File: config.mk
export PLATFORM = sky130hd
export DESIGN_NAME = rau_mul
export DESIGN_NICKNAME = d
export VERILOG_FILES = /design/src/rtl/rau_mul.sv
export SDC_FILE = /design/constraint.sdc
export NUM_CORES = 2
export LEC_CHECK = 0
export ABC_CLOCK_PERIOD_IN_PS = 14500
export BUFFER_PORTS_ARGS = -buffer_cell sky130_fd_sc_hd__buf_2
export CELL_PAD_IN_SITES_DETAIL_PLACEMENT = 0
export CELL_PAD_IN_SITES_GLOBAL_PLACEMENT = 1
export CORE_MARGIN = 4
export CORE_UTILIZATION = 30
export CTS_CLUSTER_SIZE = 24
export DETAILED_ROUTE_END_ITERATION = 10
export GPL_TIMING_DRIVEN = 0
export PLACE_DENSITY = 0.64
export SKIP_LAST_GASP = 1
export SYNTH_ARGS = -nofsm -noshare
export SYNTH_HDL_FRONTEND = slang
export SYNTH_SLANG_ARGS = --single-unit
File: constraint.sdc
create_clock -name clk -period 14.5 [get_ports clk]
set_input_delay 0 -clock clk [delete_from_list [all_inputs] [get_ports clk]]
set_output_delay 0 -clock clk [all_outputs]
set_load 0.05 [all_outputs]
File: src/rtl/rau_mul.sv
`timescale 1ns / 1ps
`default_nettype none
// ----------------------------------------------------------------------------
// rau_mul: shared signed multiplier
// One signed operand pair per cycle; the full double-width product is
// registered and shows up in the next cycle.
// ----------------------------------------------------------------------------
module rau_mul #(
  parameter int unsigned WIDTH = 32
) (
  input  wire logic                      clk,
  input  wire logic signed [WIDTH-1:0]   op_a,
  input  wire logic signed [WIDTH-1:0]   op_b,
  output logic signed [2*WIDTH-1:0]      prod
);

  always_ff @(posedge clk) begin
    prod <= op_a * op_b;
  end

endmodule
`default_nettype wire

Yosys cells after proc, flatten, opt, wreduce, memory -nomap -nowiden
Cells that the tools add are included.
W data, S select, Z words.
{"block": "word_totals", "register_bits": 64, "latchBits": 0, "ramBits": 0, "romBits": 0, "out_inout_bits": 64, "wordCells": 2, "mem_count": 0}
{"block": "classes", "add_sub_neg": 0, "multipliers": 1, "div_mod_pow": 0, "order_cmp": 0, "n_eq_ne": 0, "shift": 0, "n_mux": 0, "bitwise": 0, "reduce_logical": 0}
{"operator": "$mul A32 B32 Y64", "n": 1}

Longest topological paths before layout
{"block": "logic_depth", "depth_word": 1, "mapped_depth": 28, "depth_no_buf": 27}

Worst setup path before layout
OpenSTA, ideal clock, no wires.
{"block": "synth_timing", "kind": "input to register", "startpoint": "input port op_b[2]", "endpoint": "register prod[62]", "setup_ns": 0.072, "arrival_time_ns": 7.189, "path_slack_ns": 7.239, "path_stages": 24, "path_cell_list": "clkbuf_1 -> nand2_1 -> inv_1 -> fa_1 -> fa_1 -> fa_1 -> fa_1 -> inv_1 -> fa_1 -> inv_1 -> fa_1 -> inv_1 -> fa_1 -> inv_1 -> fa_1 -> ha_1 -> and3_1 -> nand2_1 -> or3_1 -> o22a_1 -> o211ai_1 -> a31oi_1 -> o31ai_1 -> xor2_1"}
{"block": "synth_between", "elab_chain_len": 1}
{"item": "start, declared", "line_no": "13", "rtl": "input wire logic signed [WIDTH-1:0] op_b,"}
{"item": "$mul A32 B32 Y64", "line_no": "18", "rtl": "prod <= op_a * op_b;"}
{"item": "end signal, assigned", "line_no": "18"}
{"item": "end, declared", "line_no": "14", "rtl": "output logic signed [2*WIDTH-1:0] prod"}
Every way passes these cells.

Final worst setup path
{"block": "layout_timing", "startpoint": "input port op_b[5]", "endpoint": "register prod[62]"}
The elaborated chain is that of the path after synthesis.

==> results.txt <==
synthesized flop and latch total -> 64
Max-Cap Viols -> 0
hold_buf cts -> 0
Final Hold Viols -> 0
CTS Buffer Depth -> 2
total core area -> 123,000 um^2
Tcrit/Tclk final -> 0.630
H-tree depth -> 3
share of layout cells above drive strength 1 -> 0.0425
grt ovf -> 0
antenna violations before repair -> 28
max-slew violation count -> 0
crit end category -> register
Yosys cell types -> 63
first-pass GRT wire length -> 201,000 um
final setup fails -> 0
Die ar. -> 130,000 um^2
outcome -> complete, no violations
WL final -> 134,000 um
FFs w/ async S/R, synth -> 0
vias in the first global route -> 28,900
area of the mapped netlist -> 37,200 um^2
Clk pin slew, worst setup/hold paths -> 70 ps
HP Class -> input port to register
CP Class -> input port to register
Via density -> 4.69
required time worst endpoint -> 14,860 ps
fin crit period -> 9140 ps
Die Y-Extent -> 360 um
syn_nets -> 5,215
TNS Setup -> 0 ps
Final #Nets -> 5,354
port buffer count -> 128
CTS Buf Count -> 9
TritonCTS clock tree -> yes
total track usage -> 0.212
Largest register FFs -> 64
Placement Rows -> 129
register area share after synthesis -> 0.0344
CTS root buf -> clkbuf_16
Die Wd -> 360 um
cells after synthesis -> 3,884
Critical Path Source Type -> input port
Gates resized, CTS repair -> 0
Critical Path Fanout Max -> 10
Multi-input gate area -> 31,600 um^2
mean post-synth cell area -> 9.59 um^2
DRT Pass-1 Iters -> 5
post-CTS setup buffer count -> 0
Slew @ Worst Pin -> 1280 ps
antenna viol nets, final -> 0
WL/cell -> 23.7 um
worst rel slew slack -> 0.148
WP data arrival -> 9490 ps
Remaining DRCs -> 0
I/O Pins -> 129
Detailed Route Iter0 Violations -> 1,771
initial core utilization -> 0.302
area grow syn2layout -> 8.10%
RSZ-0062 raised after global routing -> false
FILL cells -> 13,000
Clock Sink Count -> 64
routed via count -> 26,600
post-DP HPWL -> 119,000 um
Main synth FF type -> dfxtp_1
largest net degree at the start of global routing -> 23
biggest regs -> prod x64
Fmax -> 109 MHz
Sequential cell area -> 1280 um^2
placer's final routability congestion estimate -> 0.974
EDFF count, synth -> 0
Top reg by flops -> prod
Ys Warns -> 0
[cells in the final DEF, fill, tap and decap left out, types with 23 or more instances in the layout]
| cell type | synthesis | routed |
|---|---|---|
| a21o_1 | 23 | 23 |
| a21oi_1 | 68 | 68 |
| and2_1 | 516 | 516 |
| buf_2 | 3 | 131 |
| clkbuf_1 | 195 | 195 |
| dfxtp_1 | 64 | 64 |
| fa_1 | 1082 | 1081 |
| ha_1 | 184 | 184 |
| inv_1 | 952 | 952 |
| nand2_1 | 511 | 511 |
| nor2_1 | 42 | 42 |
| o21ai_0 | 28 | 28 |
| xnor2_1 | 53 | 53 |
[final timing paths]
check     from       end  slack (ps)  depth (start not counted)
max    op_b[5]  prod[62]        5360                         26
min    op_b[0]   prod[0]          90                          2
[per-layer routing]
metal	up-vias	share of wire	GRT usage
met3	191	0.079	0.0456
met5	-	0.00090	0
met1	14100	0.42	0.291
met4	18	0.035	0.0690
met2	921	0.46	0.336
li1	11400	-	-
[layout make-up]
type	instances	share of cell area
multi-input combinational	2668	0.786
antenna	8	0.000497
tap	1637	0.0509
timing repair buffer	128	0.0159
clock buffer	10	0.00594
clock inverter	6	0.00168
sequential	64	0.0318
inverter	952	0.0888
buffer	200	0.0187
[Yosys cell counts, types with 3 or more instances]
library cell / number / area share
a31oi_1: 12 / 0.0020
xnor2_1: 53 / 0.012
nor2b_1: 3 / 0.00050
nand2b_1: 9 / 0.0015
o31ai_1: 6 / 0.0012
nor2_1: 42 / 0.0042
a21boi_0: 3 / 0.00060
o21ai_0: 28 / 0.0038
and4_1: 3 / 0.00071
inv_1: 952 / 0.096
o21bai_1: 15 / 0.0030
a21o_1: 23 / 0.0046
buf_2: 3 / 0.00040
a211oi_2: 3 / 0.0010
a211oi_1: 4 / 0.00081
nor3_1: 6 / 0.00081
clkbuf_1: 195 / 0.020
nand2_1: 511 / 0.052
fa_1: 1082 / 0.58
nand3_1: 15 / 0.0020
or3_1: 4 / 0.00067
and2_1: 516 / 0.087
dfxtp_1: 64 / 0.034
xor2_1: 22 / 0.0052
ha_1: 184 / 0.062
nand4_1: 7 / 0.0012
a21oi_1: 68 / 0.0091
o21a_1: 4 / 0.00081
o211ai_1: 3 / 0.00060
and3_1: 7 / 0.0012
[cells by family (layout without fill, tap and decap cells)]
logic type / count (synthesis) / in the layout / share of synthesized area
buffers and inverters: 1152 / 1296 / 0.116
flip-flops: 64 / 64 / 0.0344
XOR/XNOR: 75 / 75 / 0.0176
AND/OR/NAND/NOR: 1134 / 1134 / 0.154
other: 0 / 8 / 0
adder cells (fa/ha/maj): 1266 / 1266 / 0.643
AO/OA/AOI/OAI: 193 / 193 / 0.0346
[metrics by stage]
stage	cell area [um^2]	cells	hold WS [ps]	utilization	worst slack [ps]
final	40300	5673	86.1	0.326	5360
after detailed placement	39900	5649	468	0.323	4830
after global routing	40200	5665	73.7	0.326	4880
after global placement	39900	5649	469	0.323	4830
after CTS	40200	5665	55.9	0.326	5270
after floorplan	37200	3884	127	-	7240
[critical path, cell delays in order]
cell and delay [ps]:
buf_2 120, clkbuf_1 930, nand2_1 330, inv_1 170, fa_1 390, inv_1 240, fa_1 460, inv_1 210
fa_1 490, fa_1 840, inv_1 390, fa_1 590, inv_1 60, fa_1 530, inv_1 50, fa_1 480
inv_1 60, fa_1 470, ha_1 400, and3_1 260, nand2_1 90, or3_1 380, o211ai_1 680, a31oi_1 320
o31ai_1 330, xor2_1 170
Power is not shown: default switching activity piles up to over one toggle a cycle in this logic, so the estimate is an artifact.
