$ cat src/rtl/rau_pkg.sv
`timescale 1ns / 1ps
`default_nettype none
// ----------------------------------------------------------------------------
// rau_pkg: shared types and codes of the rational arithmetic unit
// Operation, status and order codes, plus the start/done words that the
// sequencer exchanges with its iterative gcd and divider units.
// ----------------------------------------------------------------------------
package rau_pkg;

  localparam int unsigned DATA_BITS = 32;

  localparam logic [1:0] FUNC_REDUCE = 2'd0;
  localparam logic [1:0] FUNC_ADD    = 2'd1;
  localparam logic [1:0] FUNC_SUB    = 2'd2;
  localparam logic [1:0] FUNC_CMP    = 2'd3;

  localparam logic [1:0] STATUS_OK       = 2'd0;
  localparam logic [1:0] STATUS_OVERFLOW = 2'd1;
  localparam logic [1:0] STATUS_ZERO_DEN = 2'd2;

  localparam logic [1:0] ORDER_LESS    = 2'b11;
  localparam logic [1:0] ORDER_EQUAL   = 2'b00;
  localparam logic [1:0] ORDER_GREATER = 2'b01;

  typedef struct packed {
    logic start;
  } unit_ctl_t;

  typedef struct packed {
    logic done;
  } unit_sts_t;

endpackage
`default_nettype wire

$ cat src/rtl/rau_gcd.sv
`timescale 1ns / 1ps
`default_nettype none
// ----------------------------------------------------------------------------
// rau_gcd: iterative binary gcd
// Stein's method, one shift or one subtract-and-halve per cycle. Both
// operands must be nonzero. Pulses done with the gcd held on g.
// ----------------------------------------------------------------------------
module rau_gcd #(
  parameter int unsigned WIDTH = 64
) (
  input  wire logic                 clk,
  input  wire logic                 rst,
  input  wire rau_pkg::unit_ctl_t   ctl,
  input  wire logic [WIDTH-1:0]     x_in,
  input  wire logic [WIDTH-1:0]     y_in,
  output rau_pkg::unit_sts_t        sts,
  output logic [WIDTH-1:0]          g
);

  localparam int unsigned KW = $clog2(WIDTH);

  logic [WIDTH-1:0] x;
  logic [WIDTH-1:0] y;
  logic [KW-1:0]    k;
  logic             running;

  always_ff @(posedge clk) begin
    if (rst) begin
      running  <= 1'b0;
      sts.done <= 1'b0;
    end else begin
      sts.done <= 1'b0;
      if (ctl.start) begin
        x       <= x_in;
        y       <= y_in;
        k       <= '0;
        running <= 1'b1;
      end else if (running) begin
        if (x == y) begin
          // restore the common power of two
          g        <= x << k;
          running  <= 1'b0;
          sts.done <= 1'b1;
        end else if (!x[0] && !y[0]) begin
          x <= x >> 1;
          y <= y >> 1;
          k <= k + KW'(1);
        end else if (!x[0]) begin
          x <= x >> 1;
        end else if (!y[0]) begin
          y <= y >> 1;
        end else if (x > y) begin
          x <= (x - y) >> 1;
        end else begin
          y <= (y - x) >> 1;
        end
      end
    end
  end

endmodule
`default_nettype wire

$ cat config.mk
export PLATFORM = sky130hd
export DESIGN_NAME = rau_gcd
export DESIGN_NICKNAME = d
export VERILOG_FILES = /design/src/rtl/rau_pkg.sv /design/src/rtl/rau_gcd.sv
export SDC_FILE = /design/constraint.sdc
export NUM_CORES = 1
export LEC_CHECK = 0
export ABC_AREA = 0
export BUFFER_PORTS_ARGS = -buffer_cell sky130_fd_sc_hd__buf_2
export CORE_UTILIZATION = 51
export DETAILED_ROUTE_END_ITERATION = 6
export GPL_TIMING_DRIVEN = 0
export PLACE_DENSITY = 0.7
export REMOVE_ABC_BUFFERS = 1
export SLEW_MARGIN = 20
export SYNTH_ARGS = -nofsm -noshare
export SYNTH_HDL_FRONTEND = slang
export SYNTH_SLANG_ARGS = --single-unit
$ cat constraint.sdc
create_clock -name clk -period 11.9 [get_ports clk]
set_clock_uncertainty 0.2 [all_clocks]
set_input_delay 1.785 -clock clk [delete_from_list [all_inputs] [get_ports clk]]
set_output_delay 1.785 -clock clk [all_outputs]
set_load 0.05 [all_outputs]
# Yosys cells after proc, flatten, opt, wreduce, memory -nomap -nowiden
# Cells that the tools add are included.
# op_classes
add_sub_neg	3
n_lt_le_gt_ge	1
eq_ne	5
shift	1
muxes	21
n_bitwise	3
reduce_logical	13
# ops
operator	n
2-to-1 mux 64 bit	14
subtractor 64 bit	2
== test 64 bit	1
> comparator 64 bit	1
left shift 64 x 6 -> 64 bit	1
2-to-1 mux 6 bit	3
AND reduction 4 bit	3
AND reduction 5 bit	2
adder 6 x 1 -> 6 bit, second input constant	1
2-to-1 mux 1 bit	4
!= test 4 x 2 -> 1 bit, second input constant	1
!= test 4 x 3 -> 1 bit, second input constant	1
!= test 4 bit, second input constant	1
nonzero test 2 bit	2
NOT 1 bit	3
AND reduction 3 bit	1
nonzero test 3 bit	1
OR reduction 3 bit	1
zero test 1 bit	2
!= test 2 bit, second input constant	1
logical AND 1 bit	1
# totals
register_bits	200
inputBits	131
out_inout_bits	65
elab_cells	55

# Logic depth before layout (Yosys ltp)
# Gate-level depths: netlist of run 1.
# depth
ltp_word	8
depth_mapped	15
mapped_depth_nobuf	13

# Worst setup path after synthesis of run 1
# OpenSTA, ideal clock, no wires.
# synth_path
path_kind	input -> register
from	input ctl
to	register g[0] (enable)
setup_ps	670
arrival_ps	9062
t_required_ps	11030
setup_slack_ps	1968
stages	4
path_buffers	3
cell_sequence	clkbuf_1 clkbuf_1 clkbuf_1 nor4b_1
# synth_between
elab_chain_len	2
# synth_lines
element	line	text
start: declaration	rau_gcd.sv:13	input wire rau_pkg::unit_ctl_t ctl,
NOT 1 bit (no source line)	n/a	
AND reduction 4 bit (no source line)	n/a	
end signal: assignment	rau_gcd.sv:41	g <= x << k;
end: declaration	rau_gcd.sv:17	output logic [WIDTH-1:0] g
# No other way between the ends.
# A chain may end at the register's enable or synchronous reset.

# Worst setup path after layout of run 1
# layout_path
from	register x[30]
to	register y[39] (enable)
# layout_between
elab_chain_len	3
elab_cells_between_ends	5
classes_between	order compare (1); eq/ne (3); reduce/logical (1)
# layout_lines
element	line	text
start: declaration	rau_gcd.sv:22	logic [WIDTH-1:0] x;
start signal: assignment	rau_gcd.sv:34	x <= x_in;
start signal: assignment	rau_gcd.sv:45	x <= x >> 1;
start signal: assignment	rau_gcd.sv:49	x <= x >> 1;
> comparator 64 bit / == test 64 bit (equally long branches)	rau_gcd.sv:52, rau_gcd.sv:39	
!= test 4 bit (no source line) / != test 2 bit (equally long branches)	n/a	
AND reduction 5 bit (no source line) *	n/a	
end signal: assignment	rau_gcd.sv:46	y <= y >> 1;
end signal: assignment	rau_gcd.sv:51	y <= y >> 1;
end signal: assignment	rau_gcd.sv:55	y <= (y - x) >> 1;
end: declaration	rau_gcd.sv:23	logic [WIDTH-1:0] y;
# Every way passes the cells marked *; elsewhere a longest branch is shown, timed or not.

==> results of run 1 <==
## through the flow
| step | worst slack, ps | hold WS, ps | total power [mW] | util, % |
|---|---|---|---|---|
| after global placement | -1470 | 275 | 2.11 | 54.4 |
| after CTS | 5730 | 307 | 2.75 | 57.4 |
| after global routing | 5540 | 323 | 2.90 | 57.4 |
| after floorplan | 2530 | 267 | 1.72 | - |
| after detailed placement | 5730 | 288 | 2.13 | 55.9 |
| final | 5660 | 305 | 2.78 | 57.4 |
## per-layer routing
metal | routed length (um) | vias to the layer above
met2 | 32400 | 1040
li1 | - | 9190
met1 | 34400 | 9664
met4 | 2000 | 0
met3 | 6840 | 101
met5 | 0 | -
## where the power goes
part           switching (mW)  leakage (nW)  internal (mW)
combinational           0.811          7.19          0.442
clock                   0.331         0.290          0.284
sequential             0.0673          1.88          0.841
## state kept, by name, summed over array words and instances (netlist names)
name	flops
x	64
k	6
g	64
y	64
sts	1
running	1
## how the worst min path moves through the flow
stage / endpoint / slack, ps / start / cells after the start
after detailed placement: sts / 290 / running / 1
after global placement: sts / 270 / running / 1
after floorplan: sts / 270 / running / 1
final: sts / 300 / running / 1
after global routing: sts / 320 / running / 1
after CTS: sts / 310 / running / 1
## worst max-delay path, stage by stage, from the launching register on
cell,delay (ps)
edfxtp_1,560
ha_1,600
nand4_1,320
nor4_2,800
nand3_1,580
a21bo_2,910
or2_1,940
a31o_4,630
buf_16,310
## cells by family after synthesis
logic type / after synthesis / share of synthesized area, %
AOI/OAI and AO/OA: 812 / 25.7
and+or+nand+nor: 751 / 15.9
buffers and inverters: 392 / 7.76
DFF: 200 / 29.4
adders and majority gates: 131 / 8.11
xor gates and xnor gates: 121 / 5.20
muxes: 99 / 7.94
## final cells by class
| class | instances | area share, % |
|---|---|---|
| Timing Repair Buffer | 228 | 6.61 |
| Inverter | 215 | 3.60 |
| Clock inverter | 14 | 0.760 |
| Sequential cell | 200 | 26.7 |
| Tap cell | 518 | 2.89 |
| Clock buffer | 17 | 1.90 |
| Multi-Input combinational cell | 1914 | 57.5 |
## cell usage in the layout, fill, tap and decap left out, types with 5 or more instances in the layout
| master | instances |
|---|---|
| buf_16 | 5 |
| ha_1 | 129 |
| nor2_1 | 236 |
| xor2_1 | 30 |
| o31ai_1 | 5 |
| edfxtp_1 | 198 |
| a21o_1 | 48 |
| nand4_1 | 37 |
| buf_8 | 14 |
| a221oi_1 | 52 |
| a22oi_1 | 16 |
| o221ai_1 | 24 |
| nor3_1 | 35 |
| o21bai_1 | 50 |
| o21ai_0 | 149 |
| a311oi_1 | 11 |
| a21oi_1 | 284 |
| nand3_1 | 34 |
| xnor2_1 | 91 |
| and2_1 | 7 |
| a21boi_0 | 7 |
| buf_12 | 5 |
| nand2_1 | 339 |
| mux4_2 | 50 |
| mux2i_1 | 47 |
| a211oi_1 | 21 |
| inv_1 | 212 |
| clkbuf_16 | 17 |
| nand2b_1 | 11 |
| o21ai_1 | 24 |
| o221ai_2 | 15 |
| nor2b_1 | 8 |
| o21a_1 | 8 |
| buf_2 | 201 |
| a31oi_1 | 25 |
| nor4_1 | 7 |
| o22ai_1 | 18 |
==> impl_metrics.py, run 1 <==
metrics = {
    "critical_path": {
        "critPathKind": "reg -> reg",
        "worstPathArrival_ps": 6230,
        "r2r-end": "y[39]",
        "timing.rr.start": "x[30]",
        "critPathCapture": "y[39]",
        "cp-end-kind": "flip-flop",
        "path_max_fanout": 35,
        "worstSetupStartpoint": "x[30]",
        "start_kind": "flip-flop",
        "r2r_slack_ps": 5660,
        "required_ps": 11880,
        "reg2regPathDepth": 8,
    },
    "layout": {
        "regArea_mm2": 0.00599,
        "fin_cells": 3106,
        "multi_input_area_mm2": 0.0129,
        "drive_gt1_share_pct": 14.3,
        "fin_nets": 2838,
        "postLayoutCellArea_mm2": 0.0224,
        "area_delta_synth_final_pct": 9.81,
        "antenna_cells": 0,
        "fillers": 3596,
    },
    "clock_network": {
        "cts.sinks": 200,
        "cts_resized": 0,
        "hold_buffers": 0,
        "htree_levels": 4,
        "numCtsBuffers": 17,
        "clkSlewWorstSetupHoldPaths_ps": 80,
        "clk_path_buf_depth": 2,
        "root_buffer": "clkbuf_16",
        "clkLatencyLatePin_ps": 520,
        "cts_tree": "yes",
        "cts_setup_buffers": 0,
    },
    "global_route": {
        "grt_pass1_vias": 18600,
        "grtUsageTotal_pct": 37.0,
        "grt_pass1_wl_um": 114000,
        "grt_use_met3_pct": 5.77,
        "antenna_found_initial": 1,
        "use_met1_pct": 55.0,
        "grt.busiest_layer": "met1",
        "grt_overflow": 0,
        "grt_max_degree": 146,
        "grt_use_met2_pct": 54.6,
    },
    "min_path": {
        "hold_class": "reg -> reg",
    },
    "logic_synthesis": {
        "syn_area_mm2": 0.0204,
        "synth_edf_count": 198,
        "synth_common_cells": "nand2_1 (339), a21oi_1 (284), nor2_1 (239), inv_1 (215), edfxtp_1 (198)",
        "ys.flop_type": "edfxtp_1",
        "ys_warn_count": 0,
        "synth.most_common_cell": "nand2_1",
        "async_flop_share_pct": 0,
        "synth.distinct_cells": 83,
        "ys_seq_area_share_pct": 29.4,
        "synth-seq-cells": 200,
        "synth_area_leaders": "edfxtp_1 (29%), ha_1 (7.9%), a21oi_1 (7.0%)",
        "syn_avg_cell_area_um2": 8.14,
        "netlist_instances": 2506,
        "yosys.area.top_type": "edfxtp_1",
        "synth_top_area_share_pct": 29.2,
    },
    "outcome": {
        "violations": "design-rule violations",
        "status": "complete, but fails checks",
    },
    "placement": {
        "portBuffers": 195,
        "routabilityCongestion": 1.02,
        "dp_cells": 3075,
        "hpwl_um": 59200,
        "place_area_mm2": 0.0218,
    },
    "power": {
        "power_leakage_nw": 9.36,
        "p_per_area_mw_per_mm2": 124,
        "vdd_drop_max_mv": 0.129,
    },
    "die": {
        "die-area_mm2": 0.0408,
        "dieWidth_um": 202,
        "floorplan.initialDensity_pct": 52.3,
        "ios": 196,
        "die_h_um": 202,
        "core_area_mm2": 0.0390,
        "num_rows": 72,
    },
    "timing": {
        "final_hold_viol_count": 0,
        "period_share_pct": 52.5,
        "fin_crit_ps": 6240,
        "slew_headroom_pct": 26.0,
        "tightest_slew_ps": 1110,
        "fin_setup_tns_ps": 0,
        "max_freq_mhz": 160,
        "final-max-slew-violation-count": 0,
        "rsz0062_at_grt": "false",
        "setup_violations": 0,
    },
    "drt": {
        "num_vias": 20000,
        "firstDrtPassIters": 7,
        "wire_per_inst_um": 24.4,
        "drc": 1,
        "vias_per_cell": 6.44,
        "drt_wl_total_um": 75700,
        "drt_iter0_markers": 2525,
        "ant_nets": 0,
    },
    "run": {
        "drv_cap": 0,
    },
}
Note: power is estimated with default switching activity, not from simulation.
==> run 2, diff against run 1 <==
Clock period 11.9 ns to 6.36 ns, I/O delays scaled along.
==> run 2 against run 1 <==
The run now ends clean. Sequential power increased by 87%. Setup slack worse by 5200 ps. Critical path depth is the same. Worst hold slack about the same. Total power is 87% higher. Critical path type unchanged. Largest cell class unchanged. Highest routed layer unchanged.
==> impl_metrics.py, run 2 (synthesis results as in run 1) <==
metrics = {
    "drt": {
        "drt_wl_total_um": 75700,
        "ant_nets": 0,
        "drc": 0,
        "wire_per_inst_um": 24.4,
        "drt_iter0_markers": 2525,
        "vias_per_cell": 6.44,
        "num_vias": 20000,
        "firstDrtPassIters": 6,
    },
    "clock_network": {
        "cts_setup_buffers": 0,
        "htree_levels": 4,
        "clkSlewWorstSetupHoldPaths_ps": 80,
        "cts.sinks": 200,
        "clk_path_buf_depth": 2,
        "hold_buffers": 0,
        "cts_tree": "yes",
        "clkLatencyLatePin_ps": 520,
        "cts_resized": 0,
        "numCtsBuffers": 17,
        "root_buffer": "clkbuf_16",
    },
    "critical_path": {
        "r2r-end": "y[39]",
        "timing.rr.start": "x[30]",
        "required_ps": 6340,
        "start_kind": "flip-flop",
        "reg2regPathDepth": 8,
        "critPathKind": "reg -> reg",
        "critPathCapture": "y[39]",
        "r2r_slack_ps": 440,
        "worstSetupStartpoint": "x[30]",
        "worstPathArrival_ps": 5910,
        "cp-end-kind": "flip-flop",
        "path_max_fanout": 35,
    },
    "placement": {
        "post-place-ws_ps": 191,
        "portBuffers": 195,
        "routabilityCongestion": 1.02,
        "hpwl_um": 59200,
    },
    "die": {
        "ios": 196,
        "dieWidth_um": 202,
        "die_h_um": 202,
        "die-area_mm2": 0.0408,
        "num_rows": 72,
        "floorplan.initialDensity_pct": 52.3,
        "core_area_mm2": 0.0390,
    },
    "global_route": {
        "grt_pass1_wl_um": 114000,
        "grtUsageTotal_pct": 37.0,
        "antenna_found_initial": 1,
        "grt_overflow": 0,
        "grt_max_degree": 146,
        "grt_pass1_vias": 18600,
    },
    "layout": {
        "mostFrequentLayoutCell": "nand2_1",
        "top_regs": "g x64, x x64, y x64",
        "antenna_cells": 0,
        "fin_nets": 2838,
        "area_delta_synth_final_pct": 9.81,
        "final_cell_mix": "nand2_1 (339), a21oi_1 (284), nor2_1 (236)",
        "drive_gt1_share_pct": 14.3,
        "fillers": 3596,
    },
    "run": {
        "drv_cap": 0,
    },
    "power": {
        "p_per_area_mw_per_mm2": 232,
        "power.total_mw": 5.19,
        "vdd_drop_max_mv": 0.241,
        "power_leakage_nw": 9.36,
    },
    "timing": {
        "final_hold_viol_count": 0,
        "slew_headroom_pct": 27.1,
        "max_freq_mhz": 169,
        "worst_slack_ps": 435,
        "rsz0062_at_grt": "false",
        "setup_violations": 0,
        "final-max-slew-violation-count": 0,
        "period_share_pct": 93.2,
        "tightest_slew_ps": 1080,
        "fin_crit_ps": 5920,
    },
    "min_path": {
        "hold_class": "reg -> reg",
    },
    "outcome": {
        "status": "complete, no violations",
    },
}
run 2: critical path, cell delays in order (launching register included):
cell and delay (ps):
edfxtp_1 560, ha_1 600, nand4_1 320, nor4_2 800
nand3_1 580, a21bo_2 910, or2_2 650, a31o_4 600
buf_16 310
run 2: routing by layer:
layer  vias to the layer above  track usage, %  routed length [um]
met5                         -               0                   0
met4                         0            12.0                1990
met3                        99            5.77                7000
met2                      1062            54.6               32400
met1                      9642            55.0               34300
li1                       9192               -                   -
run 2: area by class of cell:
| class | instances | area [um^2] | share of cell area [%] |
|---|---|---|---|
| multi-input combinational | 1914 | 12900 | 57.5 |
| sequential | 200 | 5990 | 26.7 |
| timing repair buffer | 228 | 1480 | 6.61 |
| inverter | 215 | 807 | 3.60 |
| tap | 518 | 648 | 2.89 |
| clock buffer | 17 | 425 | 1.90 |
| clock inverter | 14 | 170 | 0.760 |
run 2: stage by stage:
| step | instance area [um^2] | std cells | util, % | TNS, ps | hold slack [ps] |
|---|---|---|---|---|---|
| finish | 22400 | 3106 | 57.4 | 0 | 305 |
| global route | 22400 | 3106 | 57.4 | 0 | 323 |
| CTS | 22400 | 3106 | 57.4 | 0 | 307 |
| detailed placement | 21800 | 3075 | 55.9 | 0 | 288 |
| global placement | 21200 | 3042 | 54.4 | -644330 | 275 |
| floorplan | 19600 | 2329 | - | -183190 | 267 |
run 2: worst min-delay path by stage:
stage,from,to,slack [ps],depth (start not counted)
after floorplan,running,sts,270,1
after global placement,running,sts,270,1
after detailed placement,running,sts,290,1
after CTS,running,sts,310,1
after global routing,running,sts,320,1
final,running,sts,300,1
run 2: power breakdown:
group | internal (mW) | switching, mW
clock | 0.531 | 0.619
combinational | 0.827 | 1.52
sequential | 1.57 | 0.126
total | 2.93 | 2.26
