[src/rtl/rau_pkg.sv]
`timescale 1ns / 1ps
`default_nettype none
// ----------------------------------------------------------------------------
// rau_pkg: shared types and codes of the rational arithmetic unit
// Operation, status and order codes, plus the start/done words that the
// sequencer exchanges with its iterative gcd and divider units.
// ----------------------------------------------------------------------------
package rau_pkg;

  localparam int unsigned DATA_BITS = 32;

  localparam logic [1:0] FUNC_REDUCE = 2'd0;
  localparam logic [1:0] FUNC_ADD    = 2'd1;
  localparam logic [1:0] FUNC_SUB    = 2'd2;
  localparam logic [1:0] FUNC_CMP    = 2'd3;

  localparam logic [1:0] STATUS_OK       = 2'd0;
  localparam logic [1:0] STATUS_OVERFLOW = 2'd1;
  localparam logic [1:0] STATUS_ZERO_DEN = 2'd2;

  localparam logic [1:0] ORDER_LESS    = 2'b11;
  localparam logic [1:0] ORDER_EQUAL   = 2'b00;
  localparam logic [1:0] ORDER_GREATER = 2'b01;

  typedef struct packed {
    logic start;
  } unit_ctl_t;

  typedef struct packed {
    logic done;
  } unit_sts_t;

endpackage
`default_nettype wire

[src/rtl/rau_div.sv]
`timescale 1ns / 1ps
`default_nettype none
// ----------------------------------------------------------------------------
// rau_div: dual restoring divider
// Divides two numerators by one common divisor, one quotient bit per lane
// per cycle. Pulses done with both quotients held.
// ----------------------------------------------------------------------------
module rau_div #(
  parameter int unsigned WIDTH = 64
) (
  input  wire logic                 clk,
  input  wire logic                 rst,
  input  wire rau_pkg::unit_ctl_t   ctl,
  input  wire logic [WIDTH-1:0]     num_a,
  input  wire logic [WIDTH-1:0]     num_b,
  input  wire logic [WIDTH-1:0]     divisor,
  output rau_pkg::unit_sts_t        sts,
  output logic [WIDTH-1:0]          quo_a,
  output logic [WIDTH-1:0]          quo_b
);

  localparam int unsigned CW = $clog2(WIDTH);

  logic [WIDTH-1:0] dv;
  logic [WIDTH-1:0] rem      [2];
  logic [WIDTH-1:0] quo      [2];
  logic [WIDTH:0]   trial    [2];
  logic [WIDTH-1:0] rem_next [2];
  logic             fits     [2];
  logic [CW-1:0]    cnt;
  logic             running;

  always_comb begin
    for (int i = 0; i < 2; i++) begin
      trial[i]    = {rem[i], quo[i][WIDTH-1]};
      fits[i]     = trial[i] >= {1'b0, dv};
      rem_next[i] = fits[i] ? WIDTH'(trial[i] - {1'b0, dv}) : trial[i][WIDTH-1:0];
    end
  end

  always_ff @(posedge clk) begin
    if (rst) begin
      running  <= 1'b0;
      sts.done <= 1'b0;
    end else begin
      sts.done <= 1'b0;
      if (ctl.start) begin
        dv      <= divisor;
        rem[0]  <= '0;
        rem[1]  <= '0;
        quo[0]  <= num_a;
        quo[1]  <= num_b;
        cnt     <= '0;
        running <= 1'b1;
      end else if (running) begin
        for (int i = 0; i < 2; i++) begin
          rem[i] <= rem_next[i];
          quo[i] <= {quo[i][WIDTH-2:0], fits[i]};
        end
        cnt <= cnt + CW'(1);
        if (cnt == CW'(WIDTH - 1)) begin
          running  <= 1'b0;
          sts.done <= 1'b1;
        end
      end
    end
  end

  assign quo_a = quo[0];
  assign quo_b = quo[1];

endmodule
`default_nettype wire

[config.mk]
export PLATFORM = sky130hd
export DESIGN_NAME = rau_div
export DESIGN_NICKNAME = d
export VERILOG_FILES = /design/src/rtl/rau_pkg.sv /design/src/rtl/rau_div.sv
export SDC_FILE = /design/constraint.sdc
export NUM_CORES = 1
export LEC_CHECK = 0
export BUFFER_PORTS_ARGS = -buffer_cell sky130_fd_sc_hd__buf_2
export CORE_MARGIN = 2
export CORE_UTILIZATION = 44
export CTS_CLUSTER_DIAMETER = 150
export DETAILED_ROUTE_END_ITERATION = 8
export SLEW_MARGIN = 25
export SYNTH_ARGS = -nofsm -noshare
export SYNTH_HDL_FRONTEND = slang
export SYNTH_SLANG_ARGS = --single-unit
export TNS_END_PERCENT = 20
[constraint.sdc]
create_clock -name clk -period 18.17 [get_ports clk]
set_input_delay 2.7255 -clock clk [delete_from_list [all_inputs] [get_ports clk]]
set_output_delay 2.7255 -clock clk [all_outputs]
set_load 0.03 [all_outputs]
# --- Word-level counts from Yosys, hierarchy flattened ---
# Memory sizes are Yosys's and may differ from the RTL's.
# Cells that the tools add are included.
totals:
  register_bits: 72
  latchBits: 0
  mem_bits_rw: 256
  mem_bits_ro: 0
  input_bits: 195
  output_inout_bits: 129
  elab_cells: 40
  mem_count: 2
mem_list:
  columns: ["memory", "words", "width", "rd", "rd_ports_with_merged_regs", "wr", "line", "source"]
  rows:
  - ["quo", 2, 64, 2, 0, 2, "rau_div.sv:26", "logic [WIDTH-1:0] quo [2];"]
  - ["rem", 2, 64, 2, 0, 2, "rau_div.sv:25", "logic [WIDTH-1:0] rem [2];"]
classes:
  n_addsub: 3
  mul: 0
  div_mod_pow: 0
  n_lt_le_gt_ge: 2
  eq_ne: 1
  shifts: 0
  mux: 18
  bitwise: 6
  n_reduce_logical: 4
ops:
  columns: ["operator", "count"]
  rows:
  - ["$mux W64", 6]
  - ["$ge A65 B64 Y1", 2]
  - ["$sub A64 B64 Y64", 2]
  - ["$mux W1", 11]
  - ["$add A6 B1 Y6 const B", 1]
  - ["$eq A6 B6 Y1 const B", 1]
  - ["$mux W6", 1]
  - ["$or A1 B1 Y1", 4]
  - ["$reduce_and A2 Y1", 2]
  - ["$reduce_or A3 Y1", 1]
  - ["$not A1 Y1", 2]
  - ["$reduce_bool A2 Y1", 1]

# --- Longest topological paths before layout ---
# Gate-level depths: netlist of the first run.
depth:
  depth_word: 5
  depth_mapped: 16
  depth_no_buf: 15

# --- Least setup slack after synthesis of the first run ---
# No wires, ideal clock.
synth_timing:
  path_type: "input to register"
  start: "input port ctl"
  end: "register running"
  setup_ns: 0.104
  arrival_ns: 14.619
  required_ns: 18.066
  slack_ns: 3.447
  cell_stages: 4
  path_buffers: 1
  cell_sequence: "clkbuf_1 nor2_1 nor2_1 o31a_1"
synth_via:
  elab_chain_len: 1
synth_rtl:
  columns: ["element", "line", "source"]
  rows:
  - ["start: declaration", "rau_div.sv:13", "input wire rau_pkg::unit_ctl_t ctl,"]
  - ["$mux W1", "rau_div.sv:47", "if (ctl.start) begin"]
  - ["end signal: assignment", "rau_div.sv:43", "running <= 1'b0;"]
  - ["end signal: assignment", "rau_div.sv:54", "running <= 1'b1;"]
  - ["end signal: assignment", "rau_div.sv:62", "running <= 1'b0;"]
  - ["end: declaration", "rau_div.sv:31", "logic running;"]
# No other way between the ends.
# A chain may end at the register's enable or synchronous reset.

==> results of run 1 <==
-- cells in the mapped netlist, types with 4 or more instances --
cell type  number  share of area
and3_1         13         0.0038
mux2i_1        13         0.0061
a211oi_1       32          0.011
o211ai_1        5         0.0018
nand2b_1        8         0.0024
xnor2_1        59          0.024
nor2b_1        13         0.0038
inv_1          93          0.016
nand3_1        46          0.011
ha_1          129          0.076
nor3_1         36         0.0085
a21o_1         65          0.023
o31ai_1         6         0.0021
o21ai_0        96          0.023
a211o_1         6         0.0025
o21bai_1       18         0.0064
a21boi_0        7         0.0025
o41ai_1         4         0.0017
a31oi_1        19         0.0056
nand4_1        43          0.013
buf_4           4         0.0014
o221ai_1        4         0.0017
buf_2          16         0.0038
a31o_2          4         0.0017
or4_1           4         0.0014
nand2_1       599           0.11
o2111ai_1       4         0.0017
nor4_1         11         0.0032
a221o_1         4         0.0019
and2_1          5         0.0015
a21oi_1       228          0.054
nor2_1        198          0.035
o21a_1         15         0.0053
or3_1          12         0.0035
edfxtp_1      326           0.46
clkbuf_1      105          0.019
o21ai_1         9         0.0021
xor2_1         57          0.024
or2_2           5         0.0015
-- routing by layer --
metal  global-route usage  wire (µm)
met1                0.335      28400
met2                0.391      28500
met3               0.0683       4980
met4                0.110       2540
met5                    0        124
-- metrics by stage --
stage | worst slack [ns] | util
floorplan | 3.45 | -
global placement | 12.31 | 0.487
detailed placement | 12.23 | 0.487
CTS | 12.86 | 0.513
global route | 12.62 | 0.514
finish | 12.88 | 0.514
-- state kept, by name (all words and copies together) (netlist names) --
signal / cells
cnt: 6
dv: 64
quo: 128
rem: 128
running: 1
sts: 1
-- power by group through the flow --
stage / clock, µW / sequential, µW / combinational (µW)
2_1_floorplan: 0 / 969 / 351
3_3_place_gp: 0 / 926 / 523
3_5_place_dp: 0 / 926 / 527
4_1_cts: 794 / 913 / 529
5_1_grt: 821 / 917 / 589
6_report: 775 / 913 / 533
-- worst min path at each step --
| stage | from | end | slack, ns |
|---|---|---|---|
| finish | quo[0][126] | quo[0][127] | 0.52 |
| floorplan | rem[0][101] | rem[0][102] | 0.55 |
| global route | quo[0][126] | quo[0][127] | 0.54 |
| global placement | quo[0][35] | quo[0][36] | 0.52 |
| CTS | quo[0][126] | quo[0][127] | 0.52 |
| detailed placement | quo[0][66] | quo[0][67] | 0.52 |
-- layout make-up --
type	instances	area (µm²)
flip-flops and latches	328	9830
multi-input cells	1828	10600
clock buffers	57	1110
repair buffers	333	1700
fillers	4573	23200
clock inverters	16	121
inverters	94	353
diodes	11	27.5
well taps	615	769
-- worst register-to-register path: stages, from the launching register on --
cell      delay, ns
edfxtp_1       0.37
inv_1          0.23
ha_1           0.30
nor2b_1        0.15
o2111a_1       0.26
o21ai_0        0.57
nand2_1        0.30
a21oi_2        0.39
o21ai_1        0.25
o21a_1         0.31
a211oi_4       0.24
buf_4          0.82
a31oi_1        0.11
a21oi_1        0.24
nor2_1         0.07
-- cell usage in the layout, fill, tap and decap left out, types with 18 or more instances in the layout --
cell | netlist | layout
edfxtp_1 | 326 | 326
o21bai_1 | 18 | 18
xnor2_1 | 59 | 59
nor3_1 | 36 | 36
xor2_1 | 57 | 57
inv_1 | 93 | 93
nand3_1 | 46 | 46
clkbuf_16 | 0 | 42
nor2_1 | 198 | 197
nand4_1 | 43 | 43
a31oi_1 | 19 | 19
a21oi_1 | 228 | 228
o21ai_0 | 96 | 96
a211oi_1 | 32 | 32
nand2_1 | 599 | 598
buf_2 | 16 | 323
ha_1 | 129 | 129
a21o_1 | 65 | 65
-- logic make-up (layout without fill, tap and decap cells) --
kind of cell	count (synthesis)	in the layout
compound gates	564	564
xor+xnor	116	116
fa+ha+maj	131	131
buf+inv	221	500
flops	328	328
mux	13	13
other cells	0	11
simple gates	1004	1004
==> flow_summary_export.csv, run 1 <==
group,metric,value,unit
floorplanning,start_util,0.446,
cells_and_area,instances_no_fill,3282,
critical_path,cp.buffers_inverters,3,
yosys,ys_ff_latch,328,
yosys,synth_cell_types,74,
floorplanning,rows,80,
drt,ant_nets,0,
critical_path,critical_path_class,"in -> reg",
yosys,syn-num-nets,2703,
critical_path,crit-reg2reg-capture,"rem[0][124]",
yosys,synth_compound_area_frac,0.166,
yosys,async_reset_ff_frac,0,
yosys,synth_edf_count,326,
sta,rsz0062_at_grt,"no",
clock_network,cts-resized-gates,0,
cells_and_area,nNetsFinal,2952,
floorplanning,die_y,224,µm
cells_and_area,final_area,24500,µm²
sta,setup_viol,0,
clock_network,htree_levels,2,
power,internal-power,1520,µW
power,power,2220,µW
yosys,synthAdderAreaFrac,0.0779,
clock_network,cts_root_buffer,"clkbuf_16",
sta,fin_crit,5.29,ns
global_route,grt_pass1_wl,99.3,mm
clock_network,cts.sinks,328,
floorplanning,coreArea,47600,µm²
yosys,ys_seq_area_frac,0.463,
critical_path,r2r_setup_slack,13.27,ns
power,seq_power_share,0.411,
drt,drcViolationCount,0,
outcome,outcome,"finished clean",
global_route,antenna_found_initial,22,
critical_path,crit_required,18.45,ns
yosys,post_synth.cell_area_avg,8.93,µm²
global_route,grt_max_degree,166,
clock_network,cts_tree,"yes",
sta,tns,0,ns
floorplanning,ios,324,
clock_network,cts_hold_buffers,0,
critical_path,r2r_cells,14,
cells_and_area,syn_to_final_growth,15.3,%
critical_path,crit_path_end,"rem[0][124]",
place,port_buffers,323,
sta,finalHoldViolCount,0,
run,cap_violations,0,
yosys,synth_top_family_by_area,"simple AND/OR/NAND/NOR gates",
critical_path,path_delay_family,"buffers and inverters",
clock_network,clockBufferDepth,3,
power,irDropWorstVdd,0.0767,mV
power,p_leak,0.0106,µW
sta,finalCritPeriodShare,0.291,
min_path,hold_class,"reg -> reg",
critical_path,worstPathArrival,5.57,ns
power,power_density,90.7,nW/µm²
critical_path,rr_startpoint,"dv[1]",
critical_path,crit_chain,"buf_2 -> nor2_1 -> nand2_4 -> buf_4 -> buf_4 -> nor2_1",
critical_path,cp_max_fo,89,
drt,drtIter0Drc,1355,
power,clockPowerShare,0.349,
place,place_area,23200,µm²
clock_network,clk_pin_slew_worst_paths,0.06,ns
clock_network,clk_latency,0.59,ns
min_path,whs_path_depth,2,
place,hpwl,46.8,mm
sta,holdWs,0.516,ns
critical_path,cp-end-kind,"flop",
drt,wl,64.5,mm
drt,route.vias.total,18390,
clock_network,cts_inserted_buffers,41,
critical_path,crit_path_max_incr_delay,0.87,ns
power,power_switching_share,0.316,
global_route,grt_use_total,0.253,
clock_network,cts_setup_buffers,0,
drt,wl_per_cell,19.7,µm
place,placed_cells,3198,
global_route,grt_pass1_vias,17740,
yosys,syn_area,21200,µm²
yosys,synthMuxAreaShare,0.00613,
yosys,yosys_warnings,0,
critical_path,slowest_stage,"buf_4",
floorplanning,dieArea,50000,µm²
yosys,synth_ff_type,"edfxtp_1",
floorplanning,die_w,224,µm
power,power_frac_comb,0.240,
yosys,synth_simple_gate_area_frac,0.198,
yosys,synth_xor_area_frac,0.0479,
yosys,postSynthCellCount,2377,
critical_path,crit_start,"ctl",
place,gp_congestion,0.910,
sta,clock_skew,0.0253,ns
critical_path,cp_num_cells,6,
sta,slew_violations,0,
cells_and_area,drive_gt1_frac,0.155,
power,switchingPower,702,µW
drt,dr.pass1.iters,5,
global_route,gr-total-overflow,0,
sta,relSlewSlack,0.281,
critical_path,worstSetupStartpointType,"input port",
sta,fmax,189,MHz
drt,via_per_inst,5.60,
sta,worst_slew_pin_slew,1.07,ns
Note: power is estimated with default switching activity, not from simulation.
==> run 2: changes to the inputs <==
Clock period 18.17 ns to 5.4 ns, I/O delays scaled along.
==> flow_summary_export.csv, run 2 (synthesis results as in run 1) <==
group,metric,value,unit
clock_network,cts_setup_buffers,0,
clock_network,htree_levels,2,
global_route,grt_pass1_wl,99.1,mm
run,cap_violations,0,
clock_network,cts_root_buffer,"clkbuf_16",
clock_network,cts_hold_buffers,0,
sta,fin_crit,4.51,ns
sta,clock_skew,0.0207,ns
place,hpwl,48.2,mm
clock_network,cts.sinks,328,
drt,wl,64.4,mm
floorplanning,start_util,0.446,
clock_network,clockBufferDepth,3,
sta,rsz0062_at_grt,"no",
sta,relSlewSlack,0.360,
place,port_buffers,323,
clock_network,clk_latency,0.58,ns
drt,dr.pass1.iters,5,
power,internal-power,5280,µW
sta,finalHoldViolCount,0,
drt,drcViolationCount,0,
power,irDropWorstVdd,0.227,mV
sta,tns,0,ns
critical_path,worstSetupStartpointType,"flop",
power,power_density,312,nW/µm²
critical_path,crit_required,5.78,ns
floorplanning,die_w,224,µm
sta,worst_slew_pin_slew,0.960,ns
power,clockPowerShare,0.366,
drt,ant_nets,0,
place,placed_cells,3204,
global_route,antenna_found_initial,18,
outcome,outcome,"finished clean",
power,p_leak,0.0107,µW
clock_network,cts_tree,"yes",
floorplanning,rows,80,
sta,slew_violations,0,
critical_path,cp-end-kind,"flop",
drt,drtIter0Drc,1407,
cells_and_area,drive_gt1_frac,0.160,
cells_and_area,nNetsFinal,2957,
critical_path,cp_max_fo,38,
cells_and_area,syn_to_final_growth,16.3,%
min_path,hold_class,"in -> reg",
clock_network,clk_pin_slew_worst_paths,0.06,ns
clock_network,cts_inserted_buffers,40,
power,power_switching_share,0.314,
floorplanning,coreArea,47600,µm²
floorplanning,ios,324,
cells_and_area,layout_common_cells,"nand2_1, edfxtp_1, buf_2",
cells_and_area,reg.largest.list,"quo: 128 flops, rem: 128 flops, dv: 64 flops",
drt,via_per_inst,5.59,
cells_and_area,layout_commonest_cell,"nand2_1",
power,power_frac_comb,0.235,
global_route,grt_use_total,0.253,
sta,setup_viol,0,
critical_path,worstPathArrival,4.89,ns
global_route,grt_max_degree,130,
floorplanning,dieArea,50000,µm²
global_route,gr-total-overflow,0,
floorplanning,die_y,224,µm
critical_path,critical_path_class,"reg -> reg",
sta,finalCritPeriodShare,0.835,
sta,fmax,222,MHz
drt,wl_per_cell,19.6,µm
power,seq_power_share,0.399,
power,switchingPower,2410,µW
global_route,grt_pass1_vias,17816,
place,gp_congestion,0.908,
drt,route.vias.total,18369,
cells_and_area,instances_no_fill,3286,
clock_network,cts-resized-gates,0,
## run 2: cell count changes in the layout (fill, tap and decap cells not counted), sizes merged
| cell | delta |
|---|---|
| clkbuf | -9 |
| buf | +6 |
| bufinv | +4 |
| clkinvlp | +4 |
| diode | -2 |
| inv | +1 |
## run 2: metrics by stage
stage	hold WS, ns	setup WS, ns	power, µW	util	area [µm²]
floorplan	0.545	0.00247	4410	-	21200
global placement	0.514	0.999	4900	0.489	23300
detailed placement	0.521	0.951	4910	0.489	23300
CTS	0.371	0.911	7730	0.518	24700
global route	0.391	0.635	8030	0.518	24700
finish	0.403	0.889	7690	0.518	24700
## run 2: worst max-delay path: stages (launching register included)
cell and delay [ns]:
edfxtp_1 0.39, ha_1 0.41, nand2_1 0.11, o21bai_1 0.17, a211oi_1 0.38, o21ai_1 0.26
o21ai_1 0.36, a31oi_1 0.30, o31ai_2 0.52, a31o_2 0.32, a31o_2 0.34, buf_4 0.42
nor2_1 0.08, a211oi_1 0.22
## run 2: final timing paths
path         slack [ns]  startpoint  depth (start not counted)         end
max reg2reg        0.89   rem[0][2]                         13  rem[0][14]
max                0.89   rem[0][2]                         13  rem[0][14]
min                0.40  divisor[6]                          1       dv[6]
min reg2reg        0.54  quo[0][80]                          2  quo[0][81]
## run 2: cell type report
cell class,instances,area (µm²)
Inverter,94,353
Clock buffer,48,1050
Clock inverter,25,294
Tap cell,615,769
Timing Repair Buffer,339,1790
Sequential cell,328,9830
Multi-Input combinational cell,1828,10600
Fill cell,4509,23000
Antenna cell,9,22.5
## run 2: power by group through the flow
| stage | Combinational, µW | Clock [µW] | Sequential (µW) |
|---|---|---|---|
| detailed placement | 1790 | 0 | 3120 |
| CTS | 1800 | 2870 | 3070 |
| floorplan | 1180 | 0 | 3230 |
| finish | 1810 | 2810 | 3070 |
| global placement | 1780 | 0 | 3120 |
| global route | 1990 | 2950 | 3090 |
## run 2: routing by layer
metal  part of all wire  global-route usage
met1               0.45               0.343
met2               0.44               0.396
met3              0.075              0.0601
met4              0.034              0.0925
met5             0.0016                   0
